--- config.mk ---
export PLATFORM = sky130hd
export DESIGN_NAME = guid_text_parse_hash_flat
export DESIGN_NICKNAME = d
export VERILOG_FILES = /design/src/rtl/gtph_pkg.sv /design/src/rtl/gtph_if.sv /design/src/rtl/guid_text_parse_hash.sv /design/src/rtl/gtph_fnv_step.sv /design/src/flat_wrapper.sv
export SDC_FILE = /design/constraint.sdc
export NUM_CORES = 1
export LEC_CHECK = 0
export BUFFER_PORTS_ARGS = -buffer_cell sky130_fd_sc_hd__buf_4
export CORE_MARGIN = 4
export CORE_UTILIZATION = 59
export DETAILED_ROUTE_END_ITERATION = 10
export PLACE_DENSITY = 0.79
export SYNTH_ARGS = -nofsm -noshare
export SYNTH_HDL_FRONTEND = slang
export SYNTH_HIERARCHICAL = 1
export SYNTH_SLANG_ARGS = --single-unit
export TNS_END_PERCENT = 50
--- constraint.sdc ---
create_clock -name clk -period 19.8 [get_ports clk]
set_input_delay 0.99 -clock clk [delete_from_list [all_inputs] [get_ports clk]]
set_output_delay 0.99 -clock clk [all_outputs]
set_load 0.005 [all_outputs]
--- src/rtl/gtph_pkg.sv ---
package gtph_pkg;

	localparam int unsigned TEXT_LEN = 38;
	localparam int unsigned ID_BYTES = 16;

	localparam logic [7:0] CH_OPEN  = 8'h7B;
	localparam logic [7:0] CH_CLOSE = 8'h7D;
	localparam logic [7:0] CH_DASH  = 8'h2D;

	// FNV prime 0x100000001b3 = 2^40 + 0x1b3
	localparam int unsigned FNV_SHIFT = 40;
	localparam logic [8:0]  FNV_LOW   = 9'h1B3;

	typedef logic [63:0] word_t;

	// {is_hex, value}
	typedef logic [4:0] hex_t;

	function automatic hex_t hex_decode(logic [7:0] c);
		hex_t r;
		r = '0;
		if (c >= 8'h30 && c <= 8'h39) begin
			r = {1'b1, 4'(c - 8'h30)};
		end else if (c >= 8'h61 && c <= 8'h66) begin
			r = {1'b1, 4'(c - 8'h57)};
		end else if (c >= 8'h41 && c <= 8'h46) begin
			r = {1'b1, 4'(c - 8'h37)};
		end
		return r;
	endfunction

endpackage

--- src/rtl/gtph_if.sv ---
interface gtph_in_if;
	logic       valid;
	logic       ready;
	logic [7:0] ch;
	logic       last;

	modport source (output valid, ch, last, input ready);
	modport sink (input valid, ch, last, output ready);
endinterface

interface gtph_out_if;
	logic        valid;
	logic        ready;
	logic        ok;
	logic [63:0] id_first_half;
	logic [63:0] id_second_half;
	logic [63:0] id_hash;

	modport source (output valid, ok, id_first_half, id_second_half, id_hash, input ready);
	modport sink (input valid, ok, id_first_half, id_second_half, id_hash, output ready);
endinterface

--- src/rtl/guid_text_parse_hash.sv ---
// Streaming parser for the braced text form of a 16-byte identifier.
// chars (sink): one ASCII character per item, last marks the end of the
//   string. A string must be 38 characters: '{', 16 bytes as hex digit
//   pairs with optional dashes at byte starts, then '}'.
// result (source): one item per string, issued for the character with
//   last set: ok, the 16 bytes in two 64-bit halves and their FNV-1a 64
//   hash (basis zero). All three words read zero when ok is low.
// Throughput: one character per cycle, unless one with last must wait. Each is
//   decoded as taken; a byte's second digit advances the hash by one constant multiply.
// Latency: the result item is valid in the cycle after the last character
//   is accepted, held in a single output register.
// Stall: while the result waits, characters without last are still taken;
//   a character with last waits until the output register is free or is
//   being drained in the same cycle.
// Reset: arst_n clears all parse state and drops result valid; the next
//   character is taken as position zero of a new string.
module guid_text_parse_hash
	import gtph_pkg::*;
(
	input  logic              clk,
	input  logic              arst_n,
	gtph_in_if.sink           chars,
	gtph_out_if.source        result
);

	localparam logic [5:0] POS_CLOSE = 6'(TEXT_LEN - 1);
	localparam logic [5:0] COUNT_MAX = 6'(TEXT_LEN + 1);
	localparam logic [4:0] BYTES_ALL = 5'(ID_BYTES);

	logic [5:0]   char_count_q;
	logic         second_digit_due_q;
	logic [3:0]   high_digit_q;
	logic [4:0]   bytes_done_q;
	word_t        hash_acc_q;
	logic         failed_q;
	logic [127:0] id_q;

	logic       res_valid_q;
	logic       res_ok_q;
	word_t      res_first_q;
	word_t      res_second_q;
	word_t      res_hash_q;

	logic       accept;
	logic       bytes_full;
	hex_t       hx;
	logic [7:0] byte_val;
	word_t      hash_step;

	logic       failed_d;
	logic       second_digit_due_d;
	logic [3:0] high_digit_d;
	logic [4:0] bytes_done_d;
	word_t      hash_acc_d;
	logic       shift_en;
	logic [5:0] char_count_d;
	logic       ok_d;

	assign chars.ready = !res_valid_q || result.ready || !chars.last;
	assign accept      = chars.valid && chars.ready;

	assign bytes_full = (bytes_done_q == BYTES_ALL);
	assign hx         = hex_decode(chars.ch);
	assign byte_val   = {high_digit_q, hx[3:0]};

	gtph_fnv_step u_fnv (
		.acc      (hash_acc_q),
		.data     (byte_val),
		.acc_next (hash_step)
	);

	always_comb begin
		failed_d           = failed_q;
		second_digit_due_d = second_digit_due_q;
		high_digit_d       = high_digit_q;
		bytes_done_d       = bytes_done_q;
		hash_acc_d         = hash_acc_q;
		shift_en           = 1'b0;
		if (!failed_q) begin
			if (char_count_q == 6'd0) begin
				if (chars.ch != CH_OPEN) begin
					failed_d = 1'b1;
				end
			end else if (char_count_q < POS_CLOSE) begin
				if (!bytes_full) begin
					if (!second_digit_due_q) begin
						if (chars.ch != CH_DASH) begin
							if (!hx[4]) begin
								failed_d = 1'b1;
							end else begin
								high_digit_d       = hx[3:0];
								second_digit_due_d = 1'b1;
							end
						end
					end else if (!hx[4]) begin
						failed_d = 1'b1;
					end else begin
						shift_en           = 1'b1;
						hash_acc_d         = hash_step;
						bytes_done_d       = bytes_done_q + 5'd1;
						second_digit_due_d = 1'b0;
						high_digit_d       = 4'd0;
					end
				end
			end else if (char_count_q == POS_CLOSE) begin
				if (chars.ch != CH_CLOSE || !bytes_full) begin
					failed_d = 1'b1;
				end
			end else begin
				failed_d = 1'b1;
			end
		end
		char_count_d = (char_count_q < COUNT_MAX) ? char_count_q + 6'd1 : char_count_q;
	end

	assign ok_d = !failed_q && (char_count_q == POS_CLOSE) && (chars.ch == CH_CLOSE) &&
		bytes_full;

	// parse state, cleared after every string
	always_ff @(posedge clk or negedge arst_n) begin
		if (!arst_n) begin
			char_count_q       <= '0;
			second_digit_due_q <= 1'b0;
			high_digit_q       <= '0;
			bytes_done_q       <= '0;
			hash_acc_q         <= '0;
			failed_q           <= 1'b0;
		end else if (accept) begin
			if (chars.last) begin
				char_count_q       <= '0;
				second_digit_due_q <= 1'b0;
				high_digit_q       <= '0;
				bytes_done_q       <= '0;
				hash_acc_q         <= '0;
				failed_q           <= 1'b0;
			end else begin
				char_count_q       <= char_count_d;
				second_digit_due_q <= second_digit_due_d;
				high_digit_q       <= high_digit_d;
				bytes_done_q       <= bytes_done_d;
				hash_acc_q         <= hash_acc_d;
				failed_q           <= failed_d;
			end
		end
	end

	// collected bytes, oldest on top
	always_ff @(posedge clk) begin
		if (accept && shift_en) begin
			id_q <= {id_q[119:0], byte_val};
		end
	end

	always_ff @(posedge clk or negedge arst_n) begin
		if (!arst_n) begin
			res_valid_q <= 1'b0;
		end else if (accept && chars.last) begin
			res_valid_q <= 1'b1;
		end else if (result.ready) begin
			res_valid_q <= 1'b0;
		end
	end

	always_ff @(posedge clk) begin
		if (accept && chars.last) begin
			res_ok_q     <= ok_d;
			res_first_q  <= ok_d ? id_q[127:64] : '0;
			res_second_q <= ok_d ? id_q[63:0] : '0;
			res_hash_q   <= ok_d ? hash_acc_q : '0;
		end
	end

	assign result.valid          = res_valid_q;
	assign result.ok             = res_ok_q;
	assign result.id_first_half  = res_first_q;
	assign result.id_second_half = res_second_q;
	assign result.id_hash        = res_hash_q;

endmodule

--- src/rtl/gtph_fnv_step.sv ---
module gtph_fnv_step
	import gtph_pkg::*;
(
	input  word_t      acc,
	input  logic [7:0] data,
	output word_t      acc_next
);

	word_t       x;
	logic [72:0] low_prod;

	assign x        = acc ^ {56'd0, data};
	assign low_prod = {9'd0, x} * {64'd0, FNV_LOW};
	assign acc_next = (x << FNV_SHIFT) + low_prod[63:0];

endmodule

--- src/flat_wrapper.sv ---
// flat-port wrapper written by rule: the top's interface ports become plain ports
module guid_text_parse_hash_flat import gtph_pkg::*;
  (clk, arst_n, chars_valid, chars_ch, chars_last, chars_ready, result_valid, result_ok, result_id_first_half, result_id_second_half, result_id_hash, result_ready);
  gtph_in_if chars_i ();
  gtph_out_if result_i ();
  input  logic clk;
  input  logic arst_n;
  input wire logic [$bits(chars_i.valid)-1:0] chars_valid;
  input wire logic [$bits(chars_i.ch)-1:0] chars_ch;
  input wire logic [$bits(chars_i.last)-1:0] chars_last;
  output wire logic [$bits(chars_i.ready)-1:0] chars_ready;
  output wire logic [$bits(result_i.valid)-1:0] result_valid;
  output wire logic [$bits(result_i.ok)-1:0] result_ok;
  output wire logic [$bits(result_i.id_first_half)-1:0] result_id_first_half;
  output wire logic [$bits(result_i.id_second_half)-1:0] result_id_second_half;
  output wire logic [$bits(result_i.id_hash)-1:0] result_id_hash;
  input wire logic [$bits(result_i.ready)-1:0] result_ready;
  assign chars_i.valid = chars_valid;
  assign chars_i.ch = chars_ch;
  assign chars_i.last = chars_last;
  assign chars_ready = chars_i.ready;
  assign result_valid = result_i.valid;
  assign result_ok = result_i.ok;
  assign result_id_first_half = result_i.id_first_half;
  assign result_id_second_half = result_i.id_second_half;
  assign result_id_hash = result_i.id_hash;
  assign result_i.ready = result_ready;
  guid_text_parse_hash u_core (.clk(clk), .arst_n(arst_n), .chars(chars_i), .result(result_i));
endmodule
==> summary.txt <==
Floorplanning
  – Core Area: 44200 µm²
  – Die area: 48300 µm²
  – Row cnt: 77
  – # IOs: 208
  – Die Width: 220 µm
  – Die height: 220 µm
  – Starting density of the core: 59.8%

Route
  – Vias post-DR: 16900
  – DRC: 0
  – Post-DR vias/cell: 5.55
  – 1st-iter DRT viols: 1272
  – DR WL/cell: 20.4 µm
  – Final wirelength: 62000 µm
  – Drt pass-1 iters: 5
  – Detail Route Antenna Nets: 0

Global route
  – Initial antenna violation count: 0
  – Vias in the first global route: 17500
  – Congestion Overflow GR: 0
  – First-pass GRT wire length: 97900 µm
  – Largest net degree at the start of global routing: 138
  – Gr usage total: 26.2%

Synth
  – Main synth FF type: edfxtp_1
  – Avg Inst Size Synth: 11.9 µm²
  – Most common cell in the netlist: inv_1
  – Yosys reg bits: 403
  – Syn_nets: 2641
  – Cells after Synth: 2214
  – Post-synth top area cell: edfxtp_1
  – Distinct cell type count after synthesis: 75
  – Main combinational cell family by area after synthesis: adder cells
  – Adder-cell share of the synthesized area: 25.6%
  – Asr flop ratio synth: 20.3%
  – Seq/Total Area, Yosys: 44.2%
  – Post-synth top area share: 36.5%
  – Post-synthesis simple-gate area fraction: 8.74%
  – Synth area leaders: edfxtp_1, fa_1, ha_1
  – YS warnings: 6
  – Commonest cells in the synthesized netlist: inv_1, edfxtp_1, fa_1
  – Complex-gate fraction of the synthesized area: 9.72%
  – Mux cell area share after synthesis: 0.123%
  – EDFF count, synth: 321
  – Post-Synth XOR/XNOR Area: 4.34%
  – Mapped cell area: 26400 µm²

Pwr
  – Pwr/cell area: 61.9 nW/µm²
  – Static Leakage: 14.2 nW
  – Worst IR drop on VDD: 0.0537 mV
  – Final Power: 0.00186 W

CTS
  – CTS tree: built
  – CTS sink count: 403
  – Hold-fix buffers, CTS: 0
  – CTS resizes: 0
  – Post-CTS Setup Inserts: 0
  – CTS Root Cell: clkbuf_16
  – Clock-pin slew on the worst setup and hold paths: 0.06 ns
  – Max H-tree Level: 2
  – Clk buf depth: 3
  – Cts bufs inserted: 44
  – Clk_lat worst skew: 0.59 ns

Placed design
  – Final Wtd Congestion: 0.961
  – Post-detail-place hpwl: 47800 µm
  – Port buffer count: 207
  – Area of placed instances: 28500 µm²

Cells and area
  – Area growth syn-to-layout: 13.4%
  – Final Cell Area: 30000 µm²
  – Final net count: 2839
  – ANT cells: 0
  – # fillers: 3146
  – Share of layout cells above drive strength 1: 12.9%

Critical path
  – Setup Crit Path Kind: input port to register
  – Setup crit start kind: input port
  – Worst setup EP type: register
  – Critical path data arrival time: 8.24 ns
  – Critical path's top delay family: compound AO/OA/AOI/OAI gates
  – Number of buffers and inverters on the critical path: 3
  – CP max FO: 8
  – CP most frequent cell: ha_1
  – Largest stage delay, worst path: 0.81 ns
  – Worst path slowest cell: a211oi_1
  – CP required: 20.28 ns

Timing
  – Final Hold Fails: 0
  – Min Tclk post-route: 7.76 ns
  – Relative slew slack: 28.1%
  – Skew final: 0.0300 ns
  – RSZ-0062 raised after global routing: false
  – Highest Clock Rate: 129 MHz
  – Period utilization: 39.2%
  – Final setup TNS: 0 ns
  – Final setup violation count: 0
  – Final Max Slew Viols: 0
  – Worst slew pin tran: 1.07 ns

Status
  – Status: finished, final reports clean

Hold path
  – HP Class: input port to async pin

Run
  – Max-cap violations: 0
-- final timing paths --
path | startpoint | to | slack [ns] | depth (start not counted)
min in group clk | u_core/id_q[108] | u_core/id_q[116] | 0.44 | 0
max in group asynchronous | arst_n | u_core/hash_acc_q[50] | 18.34 | 2
min reg2reg | u_core/id_q[108] | u_core/id_q[116] | 0.44 | 0
min | arst_n | u_core/char_count_q[5] | 0.37 | 1
max | chars_ch[1] | u_core/hash_acc_q[63] | 12.04 | 26
max reg2reg | u_core/high_digit_q[0] | u_core/hash_acc_q[52] | 13.39 | 18
-- kinds of logic after synthesis --
family	Yosys count
buffers and inverters	492
AND/OR/NAND/NOR	415
flip-flops	403
multiplexers	3
AO/OA/AOI/OAI	356
adder cells (fa/ha/maj)	414
XOR/XNOR	131
-- per-layer routing --
layer / up-vias / part of all wire (%) / track usage (%)
met3: 101 / 5.3 / 3.49
met2: 511 / 49 / 44.1
li1: 7793 / - / -
met5: - / 0 / 0
met1: 8466 / 43 / 35.9
met4: 0 / 2.9 / 7.68
-- layout make-up --
type	count	area, µm²	area share, %
Sequential cell	403	11700	39.0
Clock buffer	53	1140	3.82
Clock inverter	27	335	1.12
Tap cell	592	741	2.47
Inverter	430	1620	5.41
Multi-Input combinational cell	1319	12800	42.8
Timing Repair Buffer	214	1610	5.36
-- flip-flops by register name, indices dropped and copies added (netlist names) --
register,cells
u_core/id_q,128
u_core/result.ok,1
u_core/hash_acc_q,64
u_core/result.id_hash,64
u_core/failed_q,1
u_core/result.valid,1
u_core/result.id_first_half,64
u_core/second_digit_due_q,1
u_core/bytes_done_q,5
u_core/result.id_second_half,64
u_core/high_digit_q,4
u_core/char_count_q,6
-- layout by cell type (no fill, tap or decap), types with 5 or more instances in the layout --
cell and n:
inv_1 429, edfxtp_1 321, buf_4 214, fa_1 210, ha_1 204, and2_1 201, a21oi_1 85, dfrtp_1 82
nand2_1 73, a22o_1 73, xnor2_1 67, xor2_1 64, o21ai_0 50, a21o_1 47, nor2_1 47, clkbuf_16 44
nor2b_1 15, o21bai_1 14, nor3_1 13, nand3_1 12, nand4_1 11, and3_1 11, a31oi_1 9, clkbuf_1 8
clkinv_2 7, a211oi_1 7, clkinv_1 6, o21a_1 6, or2_2 6, bufinv_16 5, a211o_1 5
-- metrics by stage --
stage	setup WS (ns)	hold WS (ns)	util (%)	cells
finish	12.04	0.373	67.8	3038
global route	11.77	0.405	67.8	3038
CTS	12.24	0.376	67.8	3038
detailed placement	11.64	0.425	64.5	2958
global placement	11.97	0.421	64.5	2958
floorplan	11.61	0.417	-	2214
-- power by group --
group / internal [W] / switching, W / total (W)
Combinational: 0.0000364 / 0.0000474 / 0.0000838
Clock: 0.000484 / 0.000347 / 0.000831
Sequential: 0.000931 / 0.0000112 / 0.000942
Total: 0.00145 / 0.000405 / 0.00186
No activity file was read; power rests on OpenSTA's default activity.
